<file path="config.mk">
export PLATFORM = sky130hd
export DESIGN_NAME = stepper_carousel_indexer_top
export DESIGN_NICKNAME = d
export VERILOG_FILES = /design/src/hdl/stci_pkg.sv /design/src/hdl/stci_regs.sv /design/src/hdl/stci_div.sv /design/src/hdl/stci_dp.sv /design/src/hdl/stci_ctrl.sv /design/src/hdl/stepper_carousel_indexer_top.sv
export SDC_FILE = /design/constraint.sdc
export NUM_CORES = 1
export LEC_CHECK = 0
export BUFFER_PORTS_ARGS = -buffer_cell sky130_fd_sc_hd__clkbuf_2
export CAP_MARGIN = 25
export CORE_AREA = 2 2 201 203
export DETAILED_ROUTE_END_ITERATION = 6
export DIE_AREA = 0 0 203 205
export HOLD_SLACK_MARGIN = 0.12
export PLACE_DENSITY = 0.93
export SYNTH_ARGS = -nofsm -noshare
export SYNTH_HDL_FRONTEND = slang
export SYNTH_HIERARCHICAL = 1
export SYNTH_SLANG_ARGS = --single-unit
</file>
<file path="constraint.sdc">
create_clock -name clk -period 7.26 [get_ports clk]
set_clock_uncertainty 0.2 [all_clocks]
set_input_delay 0.363 -clock clk [delete_from_list [all_inputs] [get_ports clk]]
set_output_delay 0.363 -clock clk [all_outputs]
set_load 0.01 [all_outputs]
</file>
<file path="src/hdl/stci_pkg.sv">
`timescale 1ns / 1ps
package stci_pkg;

    // request kinds on s_tuser
    localparam logic [1:0] REQ_TICK = 2'd0;
    localparam logic [1:0] REQ_GOTO = 2'd1;
    localparam logic [1:0] REQ_CAL  = 2'd2;

    // register indexes (byte address = 4 * index)
    localparam logic [1:0] REG_SPR = 2'd0;
    localparam logic [1:0] REG_NC  = 2'd1;
    localparam logic [1:0] REG_SI  = 2'd2;

    localparam logic [15:0] SPR_RESET = 16'd2048;
    localparam logic [5:0]  NC_RESET  = 6'd8;
    localparam logic [19:0] SI_RESET  = 20'd2000;

    localparam int POS_W  = 16;
    localparam int IDX_W  = 8;
    localparam int CIDX_W = 5;
    localparam int TICK_W = 20;
    // dividend holds 2*idx*rev + nc, idx < 256, rev < 2^16
    localparam int DVD_W  = 25;
    localparam int DSR_W  = 16;
    localparam int CNT_W  = $clog2(DVD_W);

    localparam logic [3:0] PHASE_PAT [4] = '{4'h3, 4'h6, 4'hC, 4'h9};

    typedef struct packed {
        logic [15:0] spr;
        logic [5:0]  nc;
        logic [19:0] si;
    } cfg_t;

    typedef struct packed {
        logic load;
        logic posr_load;
        logic tick_inc;
        logic mod_start;
        logic mod_load;
        logic tgt_start;
        logic tgt_load;
        logic aim;
        logic set_move;
        logic step;
        logic calibrate;
        logic out_load;
    } cmd_t;

    typedef struct packed {
        logic [1:0] kind;
        logic       moving;
        logic       tick_reached;
        logic       pos_oor;
        logic       goto_ok;
        logic       div_done;
    } status_t;

endpackage

</file>
<file path="src/hdl/stci_regs.sv">
`timescale 1ns / 1ps
module stci_regs
    import stci_pkg::*;
(
    input  logic        clk,
    input  logic        rst_n,
    input  logic        psel,
    input  logic        penable,
    input  logic        pwrite,
    input  logic [3:0]  paddr,
    input  logic [31:0] pwdata,
    output logic [31:0] prdata,
    output logic        pready,
    output cfg_t        cfg
);

    logic [15:0] spr_reg, spr_next;
    logic [5:0]  nc_reg, nc_next;
    logic [19:0] si_reg, si_next;
    logic        wr_en;

    assign pready = 1'b1;
    assign wr_en  = psel & penable & pwrite & pready;

    always_comb
    begin
        spr_next = spr_reg;
        nc_next  = nc_reg;
        si_next  = si_reg;
        if (wr_en)
        begin
            case (paddr[3:2])
                REG_SPR: spr_next = pwdata[15:0];
                REG_NC:  nc_next  = pwdata[5:0];
                REG_SI:  si_next  = pwdata[19:0];
                default: ;
            endcase
        end
    end

    always_ff @(posedge clk or negedge rst_n)
    begin
        if (!rst_n)
        begin
            spr_reg <= SPR_RESET;
            nc_reg  <= NC_RESET;
            si_reg  <= SI_RESET;
        end
        else
        begin
            spr_reg <= spr_next;
            nc_reg  <= nc_next;
            si_reg  <= si_next;
        end
    end

    always_comb
    begin
        case (paddr[3:2])
            REG_SPR: prdata = {16'd0, spr_reg};
            REG_NC:  prdata = {26'd0, nc_reg};
            REG_SI:  prdata = {12'd0, si_reg};
            default: prdata = 32'd0;
        endcase
    end

    assign cfg = '{spr: spr_reg, nc: nc_reg, si: si_reg};

endmodule

</file>
<file path="src/hdl/stci_div.sv">
`timescale 1ns / 1ps
module stci_div
    import stci_pkg::*;
(
    input  logic             clk,
    input  logic             rst_n,
    input  logic             start,
    input  logic [DVD_W-1:0] dividend,
    input  logic [DSR_W-1:0] divisor,
    output logic             done,
    output logic [DVD_W-1:0] quot,
    output logic [DSR_W-1:0] rem
);

    // restoring divider, one quotient bit per cycle
    logic             run_reg, run_next;
    logic             done_reg, done_next;
    logic [CNT_W-1:0] cnt_reg, cnt_next;
    logic [DVD_W-1:0] dvd_reg, dvd_next;
    logic [DSR_W-1:0] rem_reg, rem_next;
    logic [DSR_W-1:0] dsr_reg, dsr_next;
    logic [DSR_W:0]   shifted;
    logic [DSR_W:0]   diff;
    logic             ge;

    assign shifted = {rem_reg, dvd_reg[DVD_W-1]};
    assign ge      = shifted >= {1'b0, dsr_reg};
    assign diff    = shifted - {1'b0, dsr_reg};

    always_comb
    begin
        run_next  = run_reg;
        done_next = 1'b0;
        cnt_next  = cnt_reg;
        dvd_next  = dvd_reg;
        rem_next  = rem_reg;
        dsr_next  = dsr_reg;
        if (start)
        begin
            run_next = 1'b1;
            cnt_next = CNT_W'(DVD_W - 1);
            dvd_next = dividend;
            rem_next = '0;
            dsr_next = divisor;
        end
        else if (run_reg)
        begin
            dvd_next = {dvd_reg[DVD_W-2:0], ge};
            rem_next = ge ? diff[DSR_W-1:0] : shifted[DSR_W-1:0];
            if (cnt_reg == '0)
            begin
                run_next  = 1'b0;
                done_next = 1'b1;
            end
            else
            begin
                cnt_next = cnt_reg - 1'b1;
            end
        end
    end

    always_ff @(posedge clk or negedge rst_n)
    begin
        if (!rst_n)
        begin
            run_reg  <= 1'b0;
            done_reg <= 1'b0;
            cnt_reg  <= '0;
        end
        else
        begin
            run_reg  <= run_next;
            done_reg <= done_next;
            cnt_reg  <= cnt_next;
        end
    end

    always_ff @(posedge clk)
    begin
        dvd_reg <= dvd_next;
        rem_reg <= rem_next;
        dsr_reg <= dsr_next;
    end

    assign done = done_reg;
    assign quot = dvd_reg;
    assign rem  = rem_reg;

endmodule

</file>
<file path="src/hdl/stci_dp.sv">
`timescale 1ns / 1ps
module stci_dp
    import stci_pkg::*;
#(
    parameter int MAX_COMPARTMENTS = 32,
    parameter int STEP_BITS        = 16
)
(
    input  logic        clk,
    input  logic        rst_n,
    input  cfg_t        cfg,
    input  cmd_t        cmd,
    output status_t     st,
    input  logic [7:0]  s_tdata,
    input  logic [1:0]  s_tuser,
    output logic [31:0] m_tdata,
    output logic [0:0]  m_tuser
);

    localparam logic [32:0] REV_LIM = 33'(1) << STEP_BITS;
    localparam logic [8:0]  MAX_C   = 9'(MAX_COMPARTMENTS);

    // architectural state
    logic [POS_W-1:0]  pos_reg, pos_next;
    logic [POS_W-1:0]  sl_reg, sl_next;
    logic              rdir_reg, rdir_next;
    logic [1:0]        phase_reg, phase_next;
    logic              moving_reg, moving_next;
    logic [TICK_W-1:0] tc_reg, tc_next;
    logic [CIDX_W-1:0] cidx_reg, cidx_next;
    logic              cal_reg, cal_next;
    logic              coils_reg, coils_next;
    logic              save_reg, save_next;

    // per-item working registers
    logic [1:0]        req_reg;
    logic [IDX_W-1:0]  idx_reg;
    logic [23:0]       prod_reg;
    logic [POS_W-1:0]  posr_reg;
    logic [POS_W-1:0]  tgt_reg;
    logic [POS_W-1:0]  d_reg;
    logic [31:0]       out_data_reg;
    logic              out_user_reg;

    logic [POS_W-1:0]  rev;
    logic [TICK_W-1:0] iv;
    logic [TICK_W:0]   tc_inc;
    logic              div_start;
    logic [DVD_W-1:0]  div_dvd;
    logic [DSR_W-1:0]  div_dsr;
    logic              div_done;
    logic [DVD_W-1:0]  div_quot;
    logic [DSR_W-1:0]  div_rem;
    logic [16:0]       q17;
    logic [16:0]       tgt_red;
    logic [POS_W-1:0]  d_calc;
    logic [POS_W-1:0]  half_rev;
    logic [16:0]       pos_fwd;
    logic [POS_W-1:0]  step_pos;
    logic [1:0]        step_phase;
    logic [POS_W-1:0]  sl_dec;
    logic [3:0]        coil_out;

    // effective revolution: at least 2, at most 2^STEP_BITS
    always_comb
    begin
        if (cfg.spr < 16'd2)
            rev = 16'd2;
        else if ({17'd0, cfg.spr} > REV_LIM)
            rev = REV_LIM[POS_W-1:0];
        else
            rev = cfg.spr;
    end

    assign iv     = (cfg.si == '0) ? TICK_W'(1) : cfg.si;
    assign tc_inc = {1'b0, tc_reg} + 1'b1;

    assign st.kind         = req_reg;
    assign st.moving       = moving_reg;
    assign st.tick_reached = tc_inc >= {1'b0, iv};
    assign st.pos_oor      = pos_reg >= rev;
    assign st.goto_ok      = ({1'b0, idx_reg} < MAX_C) && (idx_reg < {2'd0, cfg.nc});
    assign st.div_done     = div_done;

    // one shared divider: position modulo revolution, or the rounded target
    assign div_start = cmd.mod_start | cmd.tgt_start;
    assign div_dvd   = cmd.mod_start ? DVD_W'(pos_reg)
                                     : ({prod_reg, 1'b0} + DVD_W'(cfg.nc));
    assign div_dsr   = cmd.mod_start ? rev : DSR_W'({cfg.nc, 1'b0});

    stci_div u_div (
        .clk      (clk),
        .rst_n    (rst_n),
        .start    (div_start),
        .dividend (div_dvd),
        .divisor  (div_dsr),
        .done     (div_done),
        .quot     (div_quot),
        .rem      (div_rem)
    );

    // rounded target never exceeds rev, so one subtract wraps it
    assign q17     = div_quot[16:0];
    assign tgt_red = (q17 >= {1'b0, rev}) ? (q17 - {1'b0, rev}) : q17;

    assign d_calc   = (tgt_reg >= posr_reg) ? (tgt_reg - posr_reg)
                                            : (tgt_reg + (rev - posr_reg));
    assign half_rev = rev >> 1;

    assign pos_fwd    = {1'b0, posr_reg} + 1'b1;
    assign step_pos   = rdir_reg ? ((posr_reg == '0) ? (rev - 1'b1) : (posr_reg - 1'b1))
                                 : ((pos_fwd == {1'b0, rev}) ? '0 : pos_fwd[POS_W-1:0]);
    assign step_phase = rdir_reg ? (phase_reg - 1'b1) : (phase_reg + 1'b1);
    assign sl_dec     = sl_reg - 1'b1;

    always_comb
    begin
        pos_next    = pos_reg;
        sl_next     = sl_reg;
        rdir_next   = rdir_reg;
        phase_next  = phase_reg;
        moving_next = moving_reg;
        tc_next     = tc_reg;
        cidx_next   = cidx_reg;
        cal_next    = cal_reg;
        coils_next  = coils_reg;
        save_next   = save_reg;
        if (cmd.load)
            save_next = 1'b0;
        if (cmd.tick_inc)
            tc_next = tc_inc[TICK_W-1:0];
        if (cmd.set_move)
        begin
            if (d_reg > half_rev)
            begin
                rdir_next = 1'b1;
                sl_next   = rev - d_reg;
            end
            else
            begin
                rdir_next = 1'b0;
                sl_next   = d_reg;
            end
            cidx_next   = idx_reg[CIDX_W-1:0];
            cal_next    = 1'b1;
            moving_next = d_reg != '0;
            tc_next     = '0;
        end
        if (cmd.step)
        begin
            tc_next    = '0;
            pos_next   = step_pos;
            phase_next = step_phase;
            coils_next = 1'b1;
            sl_next    = sl_dec;
            if (sl_dec == '0)
            begin
                moving_next = 1'b0;
                coils_next  = 1'b0;
                save_next   = 1'b1;
            end
        end
        if (cmd.calibrate)
        begin
            pos_next    = '0;
            cidx_next   = '0;
            cal_next    = 1'b1;
            moving_next = 1'b0;
            sl_next     = '0;
            coils_next  = 1'b0;
            save_next   = 1'b1;
        end
    end

    always_ff @(posedge clk or negedge rst_n)
    begin
        if (!rst_n)
        begin
            pos_reg    <= '0;
            sl_reg     <= '0;
            rdir_reg   <= 1'b0;
            phase_reg  <= '0;
            moving_reg <= 1'b0;
            tc_reg     <= '0;
            cidx_reg   <= '0;
            cal_reg    <= 1'b0;
            coils_reg  <= 1'b0;
            save_reg   <= 1'b0;
            req_reg    <= REQ_TICK;
        end
        else
        begin
            pos_reg    <= pos_next;
            sl_reg     <= sl_next;
            rdir_reg   <= rdir_next;
            phase_reg  <= phase_next;
            moving_reg <= moving_next;
            tc_reg     <= tc_next;
            cidx_reg   <= cidx_next;
            cal_reg    <= cal_next;
            coils_reg  <= coils_next;
            save_reg   <= save_next;
            if (cmd.load)
                req_reg <= s_tuser;
        end
    end

    assign coil_out = coils_reg ? PHASE_PAT[phase_reg] : 4'h0;

    always_ff @(posedge clk)
    begin
        if (cmd.load)
            idx_reg <= s_tdata;
        prod_reg <= 24'(idx_reg) * 24'(rev);
        if (cmd.posr_load)
            posr_reg <= pos_reg;
        else if (cmd.mod_load)
            posr_reg <= div_rem;
        if (cmd.tgt_load)
            tgt_reg <= tgt_red[POS_W-1:0];
        if (cmd.aim)
            d_reg <= d_calc;
        if (cmd.out_load)
        begin
            out_data_reg <= {save_reg ? cidx_reg : 5'd0,
                             pos_reg,
                             cal_reg ? cidx_reg : 5'd0,
                             cal_reg,
                             moving_reg,
                             coil_out};
            out_user_reg <= save_reg;
        end
    end

    assign m_tdata    = out_data_reg;
    assign m_tuser[0] = out_user_reg;

endmodule

</file>
<file path="src/hdl/stci_ctrl.sv">
`timescale 1ns / 1ps
module stci_ctrl
    import stci_pkg::*;
(
    input  logic    clk,
    input  logic    rst_n,
    input  logic    s_tvalid,
    output logic    s_tready,
    output logic    m_tvalid,
    input  logic    m_tready,
    input  status_t st,
    output cmd_t    cmd
);

    typedef enum logic [8:0] {
        S_IDLE   = 9'b000000001,
        S_DECODE = 9'b000000010,
        S_MOD    = 9'b000000100,
        S_TGT_GO = 9'b000001000,
        S_TGT    = 9'b000010000,
        S_AIM    = 9'b000100000,
        S_SET    = 9'b001000000,
        S_STEP   = 9'b010000000,
        S_OUT    = 9'b100000000
    } state_t;

    state_t state_reg, state_next;
    logic   mvalid_reg, mvalid_next;
    logic   out_free;

    assign s_tready = state_reg == S_IDLE;
    assign m_tvalid = mvalid_reg;
    assign out_free = !mvalid_reg || m_tready;

    always_comb
    begin
        state_next = state_reg;
        cmd        = '0;
        case (state_reg)
            S_IDLE:
            begin
                if (s_tvalid)
                begin
                    cmd.load   = 1'b1;
                    state_next = S_DECODE;
                end
            end
            S_DECODE:
            begin
                cmd.posr_load = 1'b1;
                case (st.kind)
                    REQ_TICK:
                    begin
                        if (!st.moving)
                            state_next = S_OUT;
                        else if (!st.tick_reached)
                        begin
                            cmd.tick_inc = 1'b1;
                            state_next   = S_OUT;
                        end
                        else if (st.pos_oor)
                        begin
                            cmd.mod_start = 1'b1;
                            state_next    = S_MOD;
                        end
                        else
                            state_next = S_STEP;
                    end
                    REQ_GOTO:
                    begin
                        if (!st.goto_ok)
                            state_next = S_OUT;
                        else if (st.pos_oor)
                        begin
                            cmd.mod_start = 1'b1;
                            state_next    = S_MOD;
                        end
                        else
                            state_next = S_TGT_GO;
                    end
                    REQ_CAL:
                    begin
                        cmd.calibrate = 1'b1;
                        state_next    = S_OUT;
                    end
                    default: state_next = S_OUT;
                endcase
            end
            S_MOD:
            begin
                if (st.div_done)
                begin
                    cmd.mod_load = 1'b1;
                    state_next   = (st.kind == REQ_GOTO) ? S_TGT_GO : S_STEP;
                end
            end
            S_TGT_GO:
            begin
                cmd.tgt_start = 1'b1;
                state_next    = S_TGT;
            end
            S_TGT:
            begin
                if (st.div_done)
                begin
                    cmd.tgt_load = 1'b1;
                    state_next   = S_AIM;
                end
            end
            S_AIM:
            begin
                cmd.aim    = 1'b1;
                state_next = S_SET;
            end
            S_SET:
            begin
                cmd.set_move = 1'b1;
                state_next   = S_OUT;
            end
            S_STEP:
            begin
                cmd.step   = 1'b1;
                state_next = S_OUT;
            end
            S_OUT:
            begin
                if (out_free)
                begin
                    cmd.out_load = 1'b1;
                    state_next   = S_IDLE;
                end
            end
            default: state_next = S_IDLE;
        endcase
    end

    always_comb
    begin
        if (cmd.out_load)
            mvalid_next = 1'b1;
        else if (m_tready)
            mvalid_next = 1'b0;
        else
            mvalid_next = mvalid_reg;
    end

    always_ff @(posedge clk or negedge rst_n)
    begin
        if (!rst_n)
        begin
            state_reg  <= S_IDLE;
            mvalid_reg <= 1'b0;
        end
        else
        begin
            state_reg  <= state_next;
            mvalid_reg <= mvalid_next;
        end
    end

endmodule

</file>
<file path="src/hdl/stepper_carousel_indexer_top.sv">
`timescale 1ns / 1ps
// Full-step position indexer for a four-coil unipolar stepper turning a carousel of
// evenly spaced compartments. Each input beat gives exactly one status beat out. A goto
// to an accepted compartment runs the shared restoring divider, which rounds the
// compartment to a step; a goto or a firing tick whose stored position lies outside the
// current revolution runs that divider once more first. A new beat is taken while the
// previous result still waits on m_tready. Reset leaves the block uncalibrated with coils
// off, and the registers at 2048 steps per revolution, 8 compartments, 2000 ticks per
// step.
module stepper_carousel_indexer_top
    import stci_pkg::*;
#(
    parameter int MAX_COMPARTMENTS = 32,
    parameter int STEP_BITS        = 16
)
(
    input  logic        clk,
    input  logic        rst_n,
    input  logic        s_tvalid,
    output logic        s_tready,
    input  logic [7:0]  s_tdata,   // [7:0] target_index
    input  logic [1:0]  s_tuser,   // [1:0] req_type
    output logic        m_tvalid,
    input  logic        m_tready,
    // [3:0] coil_drive, [4] is_moving, [5] is_calibrated, [10:6] shown_index,
    // [26:11] position_step, [31:27] save_index
    output logic [31:0] m_tdata,
    output logic [0:0]  m_tuser,   // [0] save_strobe
    input  logic        psel,
    input  logic        penable,
    input  logic        pwrite,
    input  logic [3:0]  paddr,
    input  logic [31:0] pwdata,
    output logic [31:0] prdata,
    output logic        pready
);

    cfg_t    cfg;
    cmd_t    cmd;
    status_t st;

    stci_regs u_regs (
        .clk     (clk),
        .rst_n   (rst_n),
        .psel    (psel),
        .penable (penable),
        .pwrite  (pwrite),
        .paddr   (paddr),
        .pwdata  (pwdata),
        .prdata  (prdata),
        .pready  (pready),
        .cfg     (cfg)
    );

    stci_ctrl u_ctrl (
        .clk      (clk),
        .rst_n    (rst_n),
        .s_tvalid (s_tvalid),
        .s_tready (s_tready),
        .m_tvalid (m_tvalid),
        .m_tready (m_tready),
        .st       (st),
        .cmd      (cmd)
    );

    stci_dp #(
        .MAX_COMPARTMENTS (MAX_COMPARTMENTS),
        .STEP_BITS        (STEP_BITS)
    ) u_dp (
        .clk     (clk),
        .rst_n   (rst_n),
        .cfg     (cfg),
        .cmd     (cmd),
        .st      (st),
        .s_tdata (s_tdata),
        .s_tuser (s_tuser),
        .m_tdata (m_tdata),
        .m_tuser (m_tuser)
    );

endmodule

</file>
==> results.py, run 1 <==
metrics = {
    "route": {
        "antenna_left": 0,
        "drt-pass1-iter-count": 6,
        "drt_iter0_drc": 2536,
        "route.detailed.drc": 0,
        "vias": 22100,
        "wl_mm": 80.5,
        "wire_per_inst_um": 24.5,
        "post_drt_via_cell_ratio": 6.72,
    },
    "cts": {
        "numCtsBuffers": 35,
        "clk_latency_ns": 0.58,
        "clock_sink_count": 295,
        "cts_tree": "yes",
        "postCtsSetupBuffers": 0,
        "clk_pin_slew_ns": 0.06,
        "ctsLongestPathBuffers": 3,
        "clockRootBuffer": "clkbuf_16",
        "cts_max_level": 2,
    },
    "cells_and_area": {
        "drive_above_1_share_pct": 12.3,
        "most-common-layout-cells": "inv_1 (246), nor2_1 (195), ha_1 (193), nand2_1 (174), and2_1 (134)",
        "stdcell_count": 3283,
        "final_common_cell": "inv_1",
        "num_antenna_cells": 0,
        "final_net_count": 3081,
        "areaGrowthSynthToFinish_pct": 9.29,
        "num-fill-cells": 2740,
        "largest_reg_flops": 32,
    },
    "grt": {
        "grt_overflow": 0,
        "grt_first_pass_wirelength_mm": 124,
        "antenna_found_initial": 2,
        "gr-usage-all-layers_pct": 38.8,
        "grt_start_max_net_pins": 70,
        "grt_pass1_vias": 22500,
    },
    "setup_path": {
        "r2r_cells": 26,
        "path_class": "flip-flop to flip-flop",
        "worstPathMaxFanout": 17,
        "worstPathArrival_ns": 7.13,
        "worstPathRequired_ns": 7.51,
        "regToRegEndpoint": "u_dp/u_div/cnt_reg[4]",
        "r2r-start": "u_dp/tc_reg[0]",
        "critPathLaunchType": "flip-flop",
        "r2r_slack_ns": 0.38,
        "crit_path_start": "u_dp/tc_reg[0]",
        "critical_path.endpoint_type": "flip-flop",
    },
    "yosys": {
        "ys_warn_count": 6,
        "synth_top_area_share_pct": 15.7,
        "synth-seq-cells": 295,
        "ys_seq_area_share_pct": 31.5,
        "ys_types": 100,
        "synth.avg_cell_area_sq_um": 9.33,
        "netlist_instances": 2670,
        "synth-edff-count": 130,
        "synthFlopType": "edfxtp_1",
        "async_flop_share_pct": 42.4,
        "yosys-top-cells-area": "edfxtp_1 (16%), dfrtp_1 (12%), ha_1 (9.7%)",
        "synth_area_leader_cell": "edfxtp_1",
        "synth_area_sq_mm": 0.0249,
    },
    "placed_design": {
        "hpwl_mm": 54.7,
        "portBuffers": 93,
        "gp_congestion": 0.985,
        "numPlacedInstances": 3183,
    },
    "timing": {
        "tightest_slew_ns": 1.02,
        "post-route-min-period_ns": 6.88,
        "fin_tns_setup_ns": 0,
        "maxSlewViolCount": 0,
        "slew_headroom_pct": 31.3,
        "setup_viol": 0,
        "hold_violations": 0,
        "min_period_over_period_pct": 94.7,
        "timing.fmax_ghz": 0.145,
        "rsz0062_at_grt": "false",
    },
    "floorplanning": {
        "die-width_um": 203,
        "die_area_sq_mm": 0.0416,
        "die_h_um": 205,
        "start_util_pct": 63.3,
        "rows": 73,
        "core-area_sq_mm": 0.0394,
        "io_pins": 121,
    },
    "power": {
        "ir_drop_v": 0.000555,
        "power.density_mw_per_mm2": 362,
        "power.leakage_nw": 12.2,
    },
    "min_path": {
        "min-delay-path-class": "input pin to async pin",
    },
    "outcome": {
        "status": "finished, final reports clean",
    },
    "job": {
        "maxCapViolations": 0,
    },
}
-- synth_stat cells (8+ instances only) --
cell type  instances
nand2b_1          28
ha_1             193
fa_1             104
a311oi_1          16
nor3_1            54
inv_1            246
buf_2              9
nor3b_1           11
and2_1           134
a31oi_1           15
clkbuf_1          96
nor2_1           197
and3_1            37
o31ai_1           22
nor2b_1           35
o21a_1            21
a211oi_1          26
mux2i_1           36
nand2_1          175
o21ai_0          106
dfrtp_1          116
mux2_2           102
a21oi_1          120
or2_2              9
o221ai_1           9
xnor2_1           89
dfxtp_1           40
o22ai_1           12
or3_1             27
buf_4             26
nor4_1            28
edfxtp_1         130
a21o_1            33
buf_1              9
xor2_1            78
o211ai_1          18
nand4_1           33
o21bai_1           8
nand3_1           66
dfstp_2            9
-- area by class of cell --
| cell class | count | area [sq um] | area share, % |
|---|---|---|---|
| clock buffer | 47 | 972 | 3.57 |
| clock inverter | 17 | 201 | 0.740 |
| sequential | 295 | 7840 | 28.8 |
| tap | 525 | 657 | 2.41 |
| timing repair buffer | 157 | 1080 | 3.97 |
| multi-input combinational | 1995 | 15600 | 57.1 |
| inverter | 247 | 927 | 3.40 |
-- per-stage QoR --
stage	setup slack, ns	power (mW)	util, %	hold slack (ns)	instance area [sq um]
finish	0.384	9.86	69.2	0.166	27200
global route	0.0416	10.5	69.2	0.195	27200
CTS	0.441	9.59	69.0	0.168	27200
detailed placement	0.543	7.66	65.2	0.197	25700
global placement	0.823	7.32	65.2	0.187	25700
floorplan	1.00	6.28	-	-0.133	25000
-- metal layers --
metal / routed length (um) / share of wire (%) / vias up / track usage, %
met2: 37100 / 46 / 1559 / 63.4
met3: 8050 / 10 / 470 / 8.69
met4: 6680 / 8.3 / 4 / 28.7
li1: - / - / 9457 / -
met5: 23 / 0.029 / - / 0.238
met1: 28600 / 36 / 10600 / 45.1
-- critical path, stage by stage (launching register included) --
cell and delay [ns]:
dfrtp_1 0.44, ha_1 0.26, nand3_1 0.15, nor4_1 0.61, and3_1 0.37, and4_1 0.30, and3_1 0.24, xor2_1 0.18
ha_1 0.28, a21oi_1 0.26, nor2b_1 0.12, a311o_1 0.37, nor3_1 0.25, a21oi_1 0.19, nand2_1 0.16, o21ai_0 0.12
nor2b_1 0.17, and3_2 0.22, or2_2 0.37, nor2_2 0.31, inv_1 0.36, buf_16 0.27, nand2_1 0.12, inv_1 0.09
nand3_1 0.10, xor2_1 0.17, nand2b_1 0.07
-- worst max path at each step --
stage	to	slack [ns]	cells after the start
final	u_dp/u_div/cnt_reg[4]	0.38	26
after global routing	u_dp/prod_reg[23]	0.04	24
after global placement	u_dp/prod_reg[23]	0.82	20
after CTS	u_dp/u_div/cnt_reg[4]	0.44	25
after detailed placement	u_dp/prod_reg[23]	0.54	24
after floorplan	u_dp/prod_reg[20]	1.00	20
-- timing repair --
action | 4_1_cts | 5_1_grt
hold buffers | 33 | 0
endpoints found under the hold margin | 124 | 0
resized for setup | 0 | 2
endpoints found under the setup margin | 0 | 6
-- report_power, final --
group | switching [mW] | internal (mW)
Combinational | 3.41 | 2.32
Sequential | 0.279 | 2.03
Clock | 0.787 | 1.03
-- cell families (layout without fill, tap and decap cells) --
| logic type | count (synthesis) | in the layout | synth area share [%] |
|---|---|---|---|
| fa+ha+maj | 297 | 297 | 18.0 |
| compound gates | 499 | 499 | 13.4 |
| mux | 139 | 139 | 6.12 |
| flops | 295 | 295 | 31.5 |
| other cells | 2 | 13 | 0.0301 |
| buf+inv | 391 | 468 | 6.45 |
| simple gates | 879 | 879 | 18.5 |
| xor+xnor | 168 | 168 | 5.96 |
Power figures use the tool's default switching activity.
==> inputs of run 2 (changes only) <==
--- a/config.mk
+++ b/config.mk
@@ -7,11 +7,11 @@
 export LEC_CHECK = 0
 export BUFFER_PORTS_ARGS = -buffer_cell sky130_fd_sc_hd__clkbuf_2
 export CAP_MARGIN = 25
-export CORE_AREA = 2 2 201 203
+export CORE_AREA = 2 2 207 209
 export DETAILED_ROUTE_END_ITERATION = 6
-export DIE_AREA = 0 0 203 205
+export DIE_AREA = 0 0 209 211
 export HOLD_SLACK_MARGIN = 0.12
-export PLACE_DENSITY = 0.93
+export PLACE_DENSITY = 0.89
 export SYNTH_ARGS = -nofsm -noshare
 export SYNTH_HDL_FRONTEND = slang
 export SYNTH_HIERARCHICAL = 1
==> run 2 against run 1 <==
Against the previous run:
- die area increased by 6.0%
- non-clock buffer count increased by 6
- highest routed layer is now met4
- critical endpoint is now u_dp/prod_reg[23]
- first-iteration DRC count decreased by 5.2%
==> results.py, run 2 (synthesis results as in run 1) <==
metrics = {
    "placed_design": {
        "portBuffers": 93,
        "pre_cts_ws_ns": 0.758,
        "post_dp_cell_area_sq_mm": 0.0257,
        "hpwl_mm": 54.3,
        "gp_congestion": 1.02,
        "numPlacedInstances": 3200,
    },
    "power": {
        "power_frac_clock_pct": 19.3,
        "p_seq_share_pct": 23.7,
        "total_power_mw": 9.68,
        "ir_drop_v": 0.000531,
        "p_sw_share_pct": 44.1,
        "power.leakage_nw": 12.3,
        "power.density_mw_per_mm2": 354,
        "combPwrFrac_pct": 56.9,
        "p_int_mw": 5.41,
        "p_sw_mw": 4.27,
    },
    "cells_and_area": {
        "final_common_cell": "inv_1",
        "drive_above_1_share_pct": 12.6,
        "areaGrowthSynthToFinish_pct": 9.78,
        "largest_reg_flops": 32,
        "fin_util_pct": 65.5,
        "most-common-layout-cells": "inv_1 (246), nor2_1 (196), ha_1 (193), nand2_1 (175), and2_1 (134)",
        "regArea_sq_mm": 0.00784,
        "fin_area_sq_mm": 0.0274,
        "multi_input_area_sq_mm": 0.0155,
        "stdcell_count": 3302,
        "final_net_count": 3086,
        "num-fill-cells": 3057,
    },
    "timing": {
        "maxSlewViolCount": 0,
        "fin_ws_ns": 0.535,
        "timing.hold.ws_ns": 0.184,
        "min_period_over_period_pct": 92.6,
        "tightest_slew_ns": 1.11,
        "hold_violations": 0,
        "timing.fmax_ghz": 0.149,
        "setup_viol": 0,
        "post-route-min-period_ns": 6.72,
        "slew_headroom_pct": 25.3,
        "rsz0062_at_grt": "false",
        "fin_tns_setup_ns": 0,
    },
    "setup_path": {
        "crit_path_top_delay_cell": "fa_1",
        "critical_path.endpoint_type": "flip-flop",
        "path_common_cell": "fa_1",
        "critPathLaunchType": "flip-flop",
        "cp_cell_sequence": "or2_2 > nor4_1 > nand2_1 > nand2_1 > buf_4 > inv_1 > nor2b_1 > fa_1 > fa_1 > fa_1 > inv_1 > fa_1 > inv_1 > ha_1 > o21a_1 > o21ai_0 > o31ai_1 > a211oi_1 > nor3_1 > o211a_1 > nor3_1",
        "worstPathRequired_ns": 7.54,
        "worstPathMaxFanout": 10,
        "path_class": "flip-flop to flip-flop",
        "worstPathArrival_ns": 7.01,
        "slowest_delay_ns": 0.54,
    },
    "floorplanning": {
        "io_pins": 121,
        "start_util_pct": 59.7,
        "rows": 75,
        "die_area_sq_mm": 0.0441,
        "die-width_um": 209,
        "core-area_sq_mm": 0.0418,
        "die_h_um": 211,
    },
    "job": {
        "maxCapViolations": 0,
    },
    "grt": {
        "grt_overflow": 0,
        "antenna_found_initial": 2,
        "grt_start_max_net_pins": 82,
        "gr-usage-all-layers_pct": 34.8,
        "grt_pass1_vias": 21600,
        "grt_first_pass_wirelength_mm": 119,
    },
    "route": {
        "antenna_left": 0,
        "vias": 21500,
        "wl_mm": 76.8,
        "route.detailed.drc": 0,
        "drt_iter0_drc": 2403,
        "wire_per_inst_um": 23.3,
        "post_drt_via_cell_ratio": 6.50,
        "drt-pass1-iter-count": 6,
    },
    "outcome": {
        "status": "finished, final reports clean",
    },
    "cts": {
        "ctsLongestPathBuffers": 3,
        "cts_max_level": 2,
        "cts_tree": "yes",
        "numCtsBuffers": 34,
        "clk_pin_slew_ns": 0.07,
        "clk_latency_ns": 0.59,
        "clockRootBuffer": "clkbuf_16",
        "post_cts_resized": 0,
        "clock_sink_count": 295,
    },
    "min_path": {
        "min-delay-path-class": "input pin to flip-flop",
    },
}
==> run 2: cell types whose count changed in the layout (fill, tap and decap cells not counted), sizes merged <==
cell,delta
clkinv,-2
inv,+2
dlygate4sd3,+2
bufinv,+2
diode,+1
clkbuf,-4
buf,+4
==> run 2: worst paths after layout <==
kind | from | endpoint | slack, ns | cells after the start
worst max-delay path | u_regs/spr_reg[8] | u_dp/prod_reg[23] | 0.54 | 21
worst min-delay path | penable | u_regs/spr_reg[4] | 0.18 | 4
worst max register to register | u_regs/spr_reg[8] | u_dp/prod_reg[23] | 0.54 | 21
worst min register to register | u_dp/u_div/rem[9] | u_dp/u_div/rem[9] | 0.31 | 2
max in group asynchronous | rst_n | u_dp/u_div/cnt_reg[3] | 4.98 | 4
min in group asynchronous | rst_n | u_dp/pos_reg[14] | 0.61 | 3
==> run 2: critical path: cells and delay by family, from the launching register on <==
family | cells | cell delay [ns]
buffers and inverters | 4 | 0.39
AOI/OAI and AO/OA | 5 | 1.37
DFF | 1 | 0.37
and+or+nand+nor | 7 | 1.88
adders and majority gates | 5 | 2.39
==> run 2: metal layers <==
layer	up-vias	track usage, %	share of wire (%)
met5	-	0	0
met4	0	20.8	6.4
met3	316	6.29	9.9
met2	1319	57.9	47
met1	10400	42.6	37
li1	9478	-	-
==> run 2: what timing repair did <==
action                     CTS  global route
hold endpoints to repair    99             0
setup endpoints to repair    0             0
buffers inserted             0             0
hold buffers                35             0
==> run 2: layout make-up <==
cell class | instances | share of cell area, %
tap | 539 | 2.47
inverter | 247 | 3.39
sequential | 295 | 28.7
antenna | 1 | 0.00915
clock buffer | 43 | 3.47
timing repair buffer | 163 | 4.16
multi-input combinational | 1995 | 56.8
clock inverter | 19 | 1.01
==> run 2: power groups by stage <==
stage	logic (mW)	registers (mW)	clock network, mW
2_1_floorplan	4.09	2.19	0
3_3_place_gp	5.04	2.30	0
3_5_place_dp	5.29	2.31	0
4_1_cts	5.35	2.28	1.88
5_1_grt	6.13	2.31	1.95
6_report	5.51	2.30	1.87
